### src/assert_macros.svh
// Assertion macros shared by the stack machine RTL.
// Depends on a clock named clk and a reset named rst in the including module.
`ifndef ASSERT_MACROS_SVH
`define ASSERT_MACROS_SVH

// Property that must hold at every clock edge out of reset.
`define ASSERT_ALWAYS(label, prop, msg) \
  label: assert property (@(posedge clk) disable iff (rst) (prop)) else $error(msg);

// Implication checked at every clock edge out of reset.
`define ASSERT_IMPL(label, pre, post, msg) \
  label: assert property (@(posedge clk) disable iff (rst) (pre) |-> (post)) else $error(msg);

`endif

### src/ism_pkg.sv
// Package for the integer stack machine: opcodes, controller states,
// command and status structs between controller and datapath. No dependencies.
package ism_pkg;

  localparam int STACK_DEPTH_DEF = 64;
  localparam int DATA_W          = 32;
  localparam int OP_W            = 4;
  localparam int DEPTH_OUT_W     = 7;
  localparam int DIV_STEPS       = 32;

  typedef enum logic [OP_W-1:0] {
    OP_PUSH = 4'd0,
    OP_DROP = 4'd1,
    OP_DUP  = 4'd2,
    OP_SWAP = 4'd3,
    OP_ADD  = 4'd4,
    OP_SUB  = 4'd5,
    OP_MUL  = 4'd6,
    OP_DIV  = 4'd7,
    OP_MOD  = 4'd8,
    OP_EQ   = 4'd9,
    OP_NE   = 4'd10,
    OP_GT   = 4'd11,
    OP_GE   = 4'd12,
    OP_LT   = 4'd13,
    OP_LE   = 4'd14,
    OP_OUT  = 4'd15
  } op_t;

  typedef enum logic [1:0] {
    S_IDLE,
    S_EXEC,
    S_DIV,
    S_ZREAD
  } state_t;

  typedef enum logic {
    ADDR_SECOND,
    ADDR_THIRD
  } addr_sel_t;

  typedef struct packed {
    logic      capture;
    logic      commit;
    logic      div_start;
    addr_sel_t addr_sel;
  } cmd_t;

  typedef struct packed {
    logic is_div;
    logic zdiv;
    logic div_done;
    logic out_free;
  } stat_t;

endpackage

### src/ism_div.sv
// Iterative restoring divider for unsigned 32-bit magnitudes, one quotient bit a cycle.
// Depends on ism_pkg.
module ism_div import ism_pkg::*; (
  input  logic              clk,
  input  logic              rst,
  input  logic              start,
  input  logic [DATA_W-1:0] dividend,
  input  logic [DATA_W-1:0] divisor,
  output logic [DATA_W-1:0] quotient,
  output logic [DATA_W-1:0] remainder,
  output logic              done
);

  localparam int CNTW = $clog2(DIV_STEPS + 1);

  logic [DATA_W-1:0] rem;
  logic [DATA_W-1:0] quo;
  logic [DATA_W-1:0] dvs;
  logic [CNTW-1:0]   cnt;
  logic              busy;
  logic [DATA_W:0]   rem_shift;
  logic [DATA_W:0]   diff;

  assign rem_shift = {rem, quo[DATA_W-1]};
  assign diff      = rem_shift - {1'b0, dvs};

  always_ff @(posedge clk) begin
    if (rst) begin
      busy <= 1'b0;
      done <= 1'b0;
      cnt  <= '0;
    end else if (start) begin
      busy <= 1'b1;
      done <= 1'b0;
      cnt  <= CNTW'(DIV_STEPS);
    end else if (busy) begin
      cnt <= cnt - CNTW'(1);
      if (cnt == CNTW'(1)) begin
        busy <= 1'b0;
        done <= 1'b1;
      end
    end
  end

  always_ff @(posedge clk) begin
    if (start) begin
      rem <= '0;
      quo <= dividend;
      dvs <= divisor;
    end else if (busy) begin
      if (!diff[DATA_W]) begin
        rem <= diff[DATA_W-1:0];
        quo <= {quo[DATA_W-2:0], 1'b1};
      end else begin
        rem <= rem_shift[DATA_W-1:0];
        quo <= {quo[DATA_W-2:0], 1'b0};
      end
    end
  end

  assign quotient  = quo;
  assign remainder = rem;

endmodule

### src/ism_dpath.sv
// Datapath: top-of-stack register, stack memory below it, count, ALU and result register.
// Depends on ism_pkg, ism_div and assert_macros.svh.
`include "assert_macros.svh"
module ism_dpath import ism_pkg::*; #(
  parameter int STACK_DEPTH = STACK_DEPTH_DEF
) (
  input  logic                   clk,
  input  logic                   rst,
  input  logic [OP_W-1:0]        opcode,
  input  logic [DATA_W-1:0]      literal,
  input  cmd_t                   cmd,
  output stat_t                  st,
  input  logic                   res_stall,
  output logic                   res_valid,
  output logic [DATA_W-1:0]      top_value,
  output logic [DEPTH_OUT_W-1:0] stack_depth,
  output logic [DATA_W-1:0]      printed_value,
  output logic                   printed_valid,
  output logic                   underflow_seen,
  output logic                   overflow_seen,
  output logic                   zero_divisor
);

  localparam int CW = $clog2(STACK_DEPTH + 1);
  localparam int AW = $clog2(STACK_DEPTH);

  logic [DATA_W-1:0] mem [STACK_DEPTH];
  logic [DATA_W-1:0] rd_data;
  logic [AW-1:0]     rd_addr;

  op_t               op_q;
  logic [DATA_W-1:0] lit_q;
  logic [DATA_W-1:0] top;
  logic [DATA_W-1:0] top_next;
  logic [CW-1:0]     count;
  logic [CW-1:0]     count_next;

  logic [CW-1:0] cm1, cm2, cm3, base;
  logic          is_empty, lt2, lt3, full, is_div, zdiv;

  logic [DATA_W-1:0] opa, opb, mag_a, mag_b, prod, quo, rem, quo_s, rem_s, alu_res;
  logic              div_done;

  logic              wr_en;
  logic [AW-1:0]     wr_addr;
  logic [DATA_W-1:0] wr_data;
  logic              under, over, zdv, pvalid;
  logic [DATA_W-1:0] printed;

  assign cm1      = count - CW'(1);
  assign cm2      = count - CW'(2);
  assign cm3      = count - CW'(3);
  assign is_empty = (count == '0);
  assign lt2      = (count < CW'(2));
  assign lt3      = (count < CW'(3));
  assign full     = (count == CW'(STACK_DEPTH));
  assign base     = lt2 ? '0 : cm2;

  assign rd_addr = (cmd.addr_sel == ADDR_THIRD) ? cm3[AW-1:0] : cm2[AW-1:0];

  assign opa   = lt2 ? '0 : rd_data;
  assign opb   = top;
  assign mag_a = opa[DATA_W-1] ? (DATA_W'(0) - opa) : opa;
  assign mag_b = opb[DATA_W-1] ? (DATA_W'(0) - opb) : opb;
  assign prod  = opa * opb;
  assign quo_s = (opa[DATA_W-1] ^ opb[DATA_W-1]) ? (DATA_W'(0) - quo) : quo;
  assign rem_s = opa[DATA_W-1] ? (DATA_W'(0) - rem) : rem;

  assign is_div = (op_q == OP_DIV) || (op_q == OP_MOD);
  assign zdiv   = (top == '0);

  ism_div u_div (
    .clk       (clk),
    .rst       (rst),
    .start     (cmd.div_start),
    .dividend  (mag_a),
    .divisor   (mag_b),
    .quotient  (quo),
    .remainder (rem),
    .done      (div_done)
  );

  always_comb begin
    alu_res = '0;
    unique case (op_q)
      OP_ADD:  alu_res = opa + opb;
      OP_SUB:  alu_res = opa - opb;
      OP_MUL:  alu_res = prod;
      OP_DIV:  alu_res = quo_s;
      OP_MOD:  alu_res = rem_s;
      OP_EQ:   alu_res = DATA_W'(opa == opb);
      OP_NE:   alu_res = DATA_W'(opa != opb);
      OP_GT:   alu_res = DATA_W'($signed(opa) > $signed(opb));
      OP_GE:   alu_res = DATA_W'($signed(opa) >= $signed(opb));
      OP_LT:   alu_res = DATA_W'($signed(opa) < $signed(opb));
      OP_LE:   alu_res = DATA_W'($signed(opa) <= $signed(opb));
      OP_PUSH, OP_DROP, OP_DUP, OP_SWAP, OP_OUT: alu_res = '0;
    endcase
  end

  always_comb begin
    top_next   = top;
    count_next = count;
    wr_en      = 1'b0;
    wr_addr    = cm1[AW-1:0];
    wr_data    = top;
    under      = 1'b0;
    over       = 1'b0;
    zdv        = 1'b0;
    pvalid     = 1'b0;
    printed    = '0;
    unique case (op_q)
      OP_PUSH: begin
        if (full) begin
          over = 1'b1;
        end else begin
          wr_en      = !is_empty;
          top_next   = lit_q;
          count_next = count + CW'(1);
        end
      end
      OP_DROP, OP_OUT: begin
        if (op_q == OP_OUT) begin
          printed = top;
          pvalid  = 1'b1;
        end
        if (is_empty) begin
          under = 1'b1;
        end else begin
          count_next = cm1;
          top_next   = opa;
        end
      end
      OP_DUP: begin
        if (is_empty) begin
          under      = 1'b1;
          wr_en      = 1'b1;
          wr_addr    = '0;
          wr_data    = '0;
          top_next   = '0;
          count_next = CW'(2);
        end else if (full) begin
          over = 1'b1;
        end else begin
          wr_en      = 1'b1;
          count_next = count + CW'(1);
        end
      end
      OP_SWAP: begin
        under      = lt2;
        wr_en      = 1'b1;
        wr_addr    = lt2 ? '0 : cm2[AW-1:0];
        top_next   = opa;
        count_next = lt2 ? CW'(2) : count;
      end
      OP_ADD, OP_SUB, OP_MUL, OP_DIV, OP_MOD, OP_EQ, OP_NE,
      OP_GT, OP_GE, OP_LT, OP_LE: begin
        under = lt2;
        if (is_div && zdiv) begin
          zdv        = 1'b1;
          count_next = base;
          top_next   = lt3 ? '0 : rd_data;
        end else begin
          top_next   = alu_res;
          count_next = base + CW'(1);
        end
      end
    endcase
  end

  always_ff @(posedge clk) begin
    if (cmd.commit && wr_en) begin
      mem[wr_addr] <= wr_data;
    end
    rd_data <= mem[rd_addr];
  end

  always_ff @(posedge clk) begin
    if (rst) begin
      top   <= '0;
      count <= '0;
    end else if (cmd.commit) begin
      top   <= top_next;
      count <= count_next;
    end
  end

  always_ff @(posedge clk) begin
    if (cmd.capture) begin
      op_q  <= op_t'(opcode);
      lit_q <= literal;
    end
  end

  always_ff @(posedge clk) begin
    if (rst) begin
      res_valid <= 1'b0;
    end else if (cmd.commit) begin
      res_valid <= 1'b1;
    end else if (!res_stall) begin
      res_valid <= 1'b0;
    end
  end

  always_ff @(posedge clk) begin
    if (cmd.commit) begin
      top_value      <= top_next;
      stack_depth    <= DEPTH_OUT_W'(count_next);
      printed_value  <= printed;
      printed_valid  <= pvalid;
      underflow_seen <= under;
      overflow_seen  <= over;
      zero_divisor   <= zdv;
    end
  end

  assign st.is_div   = is_div;
  assign st.zdiv     = zdiv;
  assign st.div_done = div_done;
  assign st.out_free = !res_valid || !res_stall;

  `ASSERT_ALWAYS(a_count_range, count <= CW'(STACK_DEPTH), "stack count beyond depth")
  `ASSERT_IMPL(a_empty_top, count == '0, top == '0, "top register not clear on empty stack")

endmodule

### src/ism_ctrl.sv
// Controller: sequences accept, execute, divide wait and reload of the top register.
// Depends on ism_pkg and assert_macros.svh.
`include "assert_macros.svh"
module ism_ctrl import ism_pkg::*; (
  input  logic  clk,
  input  logic  rst,
  input  logic  req_valid,
  output logic  req_stall,
  input  stat_t st,
  output cmd_t  cmd
);

  state_t state;
  state_t state_next;

  always_ff @(posedge clk) begin
    if (rst) begin
      state <= S_IDLE;
    end else begin
      state <= state_next;
    end
  end

  always_comb begin
    state_next = state;
    unique case (state)
      S_IDLE: begin
        if (req_valid) state_next = S_EXEC;
      end
      S_EXEC: begin
        if (st.is_div && st.zdiv) begin
          state_next = S_ZREAD;
        end else if (st.is_div) begin
          state_next = S_DIV;
        end else if (st.out_free) begin
          state_next = S_IDLE;
        end
      end
      S_DIV: begin
        if (st.div_done && st.out_free) state_next = S_IDLE;
      end
      S_ZREAD: begin
        if (st.out_free) state_next = S_IDLE;
      end
    endcase
  end

  always_comb begin
    req_stall     = 1'b1;
    cmd.capture   = 1'b0;
    cmd.commit    = 1'b0;
    cmd.div_start = 1'b0;
    cmd.addr_sel  = ADDR_SECOND;
    unique case (state)
      S_IDLE: begin
        req_stall   = 1'b0;
        cmd.capture = req_valid;
      end
      S_EXEC: begin
        if (st.is_div && st.zdiv) begin
          cmd.addr_sel = ADDR_THIRD;
        end else if (st.is_div) begin
          cmd.div_start = 1'b1;
        end else begin
          cmd.commit = st.out_free;
        end
      end
      S_DIV: begin
        cmd.commit = st.div_done && st.out_free;
      end
      S_ZREAD: begin
        cmd.addr_sel = ADDR_THIRD;
        cmd.commit   = st.out_free;
      end
    endcase
  end

  `ASSERT_IMPL(a_commit_free, cmd.commit, st.out_free, "commit while result register busy")
  `ASSERT_IMPL(a_div_hold, state == S_DIV && !st.div_done, !cmd.commit, "commit before quotient")
  `ASSERT_IMPL(a_start_exec, cmd.div_start, state == S_EXEC && !st.zdiv, "divider started badly")

endmodule

### src/integer_stack_machine_alu_unit.sv
// Integer stack machine: executes one 32-bit stack instruction per request.
// Usage:
//   Request channel req_valid/req_stall carries opcode and literal. A request
//   is taken at a rising edge with req_valid high and req_stall low.
//   Result channel res_valid/res_stall carries the new top, depth, printed
//   value and the per-instruction flags; one result per request.
// Sequencing:
//   Ordinary instructions: accept, then an execute step that uses the entry
//   below the top, read from the stack memory, and writes back. Div and mod
//   with a nonzero divisor: accept, execute, then a divide wait on the
//   divider, one quotient bit a cycle. Div or mod by zero: one extra memory
//   read to reload the new top. No request is taken before the last commits.
//   The next request is accepted while a result waits in the output register.
// Reset: synchronous; empties the stack and clears the result valid flag.
//   Stack memory contents are not cleared and need no clearing pass.
// Stall: while res_stall holds a result, the block finishes the request in
//   hand and waits before committing it; req_stall stays high meanwhile.
// Depends on ism_pkg, ism_ctrl, ism_dpath.
module integer_stack_machine_alu_unit import ism_pkg::*; #(
  parameter int STACK_DEPTH = STACK_DEPTH_DEF
) (
  input  logic                   clk,
  input  logic                   rst,
  input  logic                   req_valid,
  output logic                   req_stall,
  input  logic [OP_W-1:0]        opcode,
  input  logic [DATA_W-1:0]      literal,
  output logic                   res_valid,
  input  logic                   res_stall,
  output logic [DATA_W-1:0]      top_value,
  output logic [DEPTH_OUT_W-1:0] stack_depth,
  output logic [DATA_W-1:0]      printed_value,
  output logic                   printed_valid,
  output logic                   underflow_seen,
  output logic                   overflow_seen,
  output logic                   zero_divisor
);

  cmd_t  cmd;
  stat_t st;

  ism_ctrl u_ctrl (
    .clk       (clk),
    .rst       (rst),
    .req_valid (req_valid),
    .req_stall (req_stall),
    .st        (st),
    .cmd       (cmd)
  );

  ism_dpath #(
    .STACK_DEPTH (STACK_DEPTH)
  ) u_dpath (
    .clk            (clk),
    .rst            (rst),
    .opcode         (opcode),
    .literal        (literal),
    .cmd            (cmd),
    .st             (st),
    .res_stall      (res_stall),
    .res_valid      (res_valid),
    .top_value      (top_value),
    .stack_depth    (stack_depth),
    .printed_value  (printed_value),
    .printed_valid  (printed_valid),
    .underflow_seen (underflow_seen),
    .overflow_seen  (overflow_seen),
    .zero_divisor   (zero_divisor)
  );

endmodule

### config.mk
export PLATFORM = sky130hd
export DESIGN_NAME = integer_stack_machine_alu_unit
export DESIGN_NICKNAME = d
export VERILOG_FILES = /design/src/ism_pkg.sv /design/src/ism_div.sv /design/src/ism_dpath.sv /design/src/ism_ctrl.sv /design/src/integer_stack_machine_alu_unit.sv
export VERILOG_INCLUDE_DIRS = /design/src /design/src/src
export SDC_FILE = /design/constraint.sdc
export NUM_CORES = 2
export LEC_CHECK = 0
export BUFFER_PORTS_ARGS = -buffer_cell sky130_fd_sc_hd__buf_2
export CELL_PAD_IN_SITES_DETAIL_PLACEMENT = 1
export CELL_PAD_IN_SITES_GLOBAL_PLACEMENT = 2
export CORE_ASPECT_RATIO = 0.8
export CORE_MARGIN = 1
export CORE_UTILIZATION = 41
export CTS_BUF_LIST = sky130_fd_sc_hd__clkbuf_4 sky130_fd_sc_hd__clkbuf_8
export DETAILED_ROUTE_END_ITERATION = 12
export GPL_ROUTABILITY_DRIVEN = 0
export PLACE_DENSITY_LB_ADDON = 0.1
export SYNTH_ARGS = -nofsm -noshare
export SYNTH_HDL_FRONTEND = slang
export SYNTH_HIERARCHICAL = 1
export SYNTH_SLANG_ARGS = --single-unit
### constraint.sdc
create_clock -name clk -period 10.4 [get_ports clk]
set_clock_uncertainty 0.2 [all_clocks]
set_input_delay 1.04 -clock clk [delete_from_list [all_inputs] [get_ports clk]]
set_output_delay 1.04 -clock clk [all_outputs]
set_load 0.03 [all_outputs]
==> flow_metrics.env <==
export IMPL_area_delta_synth_final_pct=12.6
export IMPL_ys_flop_type="edfxtp_1"
export IMPL_dr_pass1_iters=9
export IMPL_startpoint_type="register"
export IMPL_finalWirelength_mm=423
export IMPL_antenna_found_initial=25
export IMPL_powerDensity_nw_per_um2=229
export IMPL_worstPathRequired_ns=10.87
export IMPL_nets=8537
export IMPL_status="complete, but fails checks"
export IMPL_clk_latency_ns=1.02
export IMPL_post_cts_repair_setup_buffers=0
export IMPL_die_area_um2=284000
export IMPL_crit_type="reg -> reg"
export IMPL_htreeDepth=5
export IMPL_drtAntennaViolNets=0
export IMPL_io_buffers=116
export IMPL_drc=0
export IMPL_ir_drop_uv=136
export IMPL_first_iter_violations=8212
export IMPL_clkSlewWorstSetupHoldPaths_ns=0.07
export IMPL_nFillCells=27053
export IMPL_grt_util_all_layers_pct=29.5
export IMPL_relSlewSlack_pct=-5.65
export IMPL_synth_xor_area_share_pct=1.89
export IMPL_yosysWarnings=6
export IMPL_first_global_vias=73400
export IMPL_synth_fa_ha_area_share_pct=9.64
export IMPL_synth_distinct_cells=108
export IMPL_async_reset_ff_share_pct=0
export IMPL_grt_pass1_wl_mm=587
export IMPL_violations="max-capacitance violations, max-slew violations"
export IMPL_slew_violations=2
export IMPL_postSynthNetCount=8146
export IMPL_netlist_area_um2=116000
export IMPL_vias=71814
export IMPL_crit_path_max_incr_delay_ns=0.82
export IMPL_finalHoldViolCount=0
export IMPL_muxShareOfSynthArea_pct=13.4
export IMPL_cts_tree="done"
export IMPL_worst_path_max_delay_cell="and2_1"
export IMPL_dieWidth_um=596
export IMPL_layout_commonest_cell="edfxtp_1"
export IMPL_die_h_um=477
export IMPL_cp_max_fo=36
export IMPL_post_route_min_period_ns=10.22
export IMPL_hold_depth=1
export IMPL_gr_total_overflow=0
export IMPL_synth_simple_area_share_pct=6.60
export IMPL_ioPinCount=117
export IMPL_max_freq_ghz=0.0978
export IMPL_synth_seq_area_share_pct=59.7
export IMPL_vias_per_cell=6.07
export IMPL_dp_cells=11125
export IMPL_ys_ff_latch=2337
export IMPL_start_util_pct=41.4
export IMPL_synth_top_family_by_area="multiplexers"
export IMPL_drive_gt1_share_pct=23.6
export IMPL_tns_ns=0
export IMPL_core_area_um2=279000
export IMPL_layout_common_cells="edfxtp_1, mux4_2, inv_1"
export IMPL_synth_edf_count=2223
export IMPL_worst_pin_slew_ns=1.58
export IMPL_regArea_um2=69000
export IMPL_cts_buffers=380
export IMPL_clockBufferDepth=4
export IMPL_synth_compound_area_share_pct=5.32
export IMPL_hpwl_mm=276
export IMPL_multi_input_area_um2=43500
export IMPL_clkSinkCount=2337
export IMPL_placementRows=173
export IMPL_cts_root_buf="clkbuf_8"
export IMPL_setup_violations_final=0
export IMPL_rsz0062_at_grt="no"
export IMPL_netlist_instances=7462
export IMPL_end_kind="register"
export IMPL_timing_final_crit_share_pct=98.3
export IMPL_cpMostUsedCell="fa_1"
export IMPL_postSynthAreaPerCell_um2=15.5
export IMPL_min_path_type="in -> reg"
export IMPL_worstPathArrival_ns=10.69
export IMPL_reg2reg_depth=26
export IMPL_grt_start_max_net_pins=115
export IMPL_post_drt_wl_per_cell_um=35.8
export IMPL_final_cells=11837
export IMPL_power_leakage_nw=47.0
export IMPL_cap_violations=1
-- registers in the layout, summed over array words and instances, names as in the netlist, 7 cells and up --
signal,flops
u_dpath/mem,2048
u_dpath/lit_q,32
u_dpath/opb,32
u_dpath/printed_value,32
u_dpath/rd_data,32
u_dpath/top_value,32
u_dpath/u_div/dvs,32
u_dpath/u_div/quotient,32
u_dpath/u_div/remainder,32
u_dpath/count,7
u_dpath/stack_depth,7
-- Yosys cell counts (54+ instances only) --
cell | number | area, um2
a211oi_1 | 94 | 706
a21oi_1 | 250 | 1250
and3_1 | 195 | 1220
buf_2 | 71 | 355
clkbuf_1 | 343 | 1290
dfxtp_1 | 114 | 2280
edfxtp_1 | 2223 | 66800
fa_1 | 411 | 8230
ha_1 | 233 | 2920
inv_1 | 507 | 1900
mux2i_1 | 91 | 911
mux4_2 | 632 | 14200
nand2_1 | 458 | 1720
nand3_1 | 54 | 270
nor2_1 | 442 | 1660
nor2b_1 | 58 | 363
nor3_1 | 146 | 731
o21ai_0 | 135 | 676
xnor2_1 | 155 | 1360
xor2_1 | 84 | 736
-- critical path, delay by kind of cell (launching register included) --
kind	cells	cell delay, ns
AO/OA/AOI/OAI	6	1.57
adder cells (fa/ha/maj)	10	4.93
buffers and inverters	4	0.56
flip-flops	1	0.53
AND/OR/NAND/NOR	6	2.05
-- power by group --
part           internal (W)  total (W)  switching (W)
Clock               0.00425    0.00803        0.00378
Combinational       0.00345     0.0106        0.00713
Sequential           0.0107     0.0112       0.000480
-- final cells by class --
cell class              instances  share of cell area (%)
flip-flops and latches       2337                    53.1
multi-input cells            4139                    33.5
clock buffers                 555                    5.10
well taps                    3675                    3.53
repair buffers                463                    2.64
inverters                     532                    1.53
clock inverters               128                   0.642
diodes                          8                  0.0154
-- cell families after synthesis --
| family | Yosys count |
|---|---|
| fa+ha+maj | 644 |
| simple gates | 1587 |
| mux | 757 |
| buf+inv | 986 |
| xor+xnor | 243 |
| compound gates | 908 |
| flops | 2337 |
-- per-layer routing --
metal	GRT usage (%)	vias up	share of wire [%]
met5	0	-	0.0026
met2	43.2	3255	43
met1	43.8	38658	44
met4	8.67	2	3.2
li1	-	29269	-
met3	6.95	630	9.0
-- timing repair --
action | in CTS | in global routing
hold buffers | 21 | 0
hold endpoints to repair | 21 | 0
endpoints found under the setup margin | 0 | 3
resized for setup | 0 | 2
-- worst paths after layout --
| kind | start | endpoint | slack, ns |
|---|---|---|---|
| worst max-delay path | u_dpath/count[2]$_SDFFE_PP0P_ | u_dpath/top_value[26]$_DFFE_PP_ | 0.18 |
| worst min-delay path | literal[8] | u_dpath/lit_q[8]$_DFFE_PP_ | 0.08 |
| worst max register to register | u_dpath/count[2]$_SDFFE_PP0P_ | u_dpath/top_value[26]$_DFFE_PP_ | 0.18 |
| worst min register to register | u_dpath/u_div/cnt[0]$_SDFFE_PP0P_ | u_dpath/u_div/cnt[0]$_SDFFE_PP0P_ | 0.31 |
-- through the flow --
stage | setup WS (ns) | hold WS, ns | instance area, um2 | utilization, % | total power, W
2_1_floorplan | 1.33 | 0.238 | 116000 | - | 0.0172
3_3_place_gp | 0.199 | 0.284 | 122000 | 43.9 | 0.0216
3_5_place_dp | 0.126 | 0.302 | 122000 | 43.9 | 0.0216
4_1_cts | 0.0844 | 0.000356 | 130000 | 46.6 | 0.0297
5_1_grt | 0.0224 | 0.0381 | 130000 | 46.6 | 0.0309
6_report | 0.179 | 0.0758 | 130000 | 46.6 | 0.0298
No activity file was read; power rests on OpenSTA's default activity.
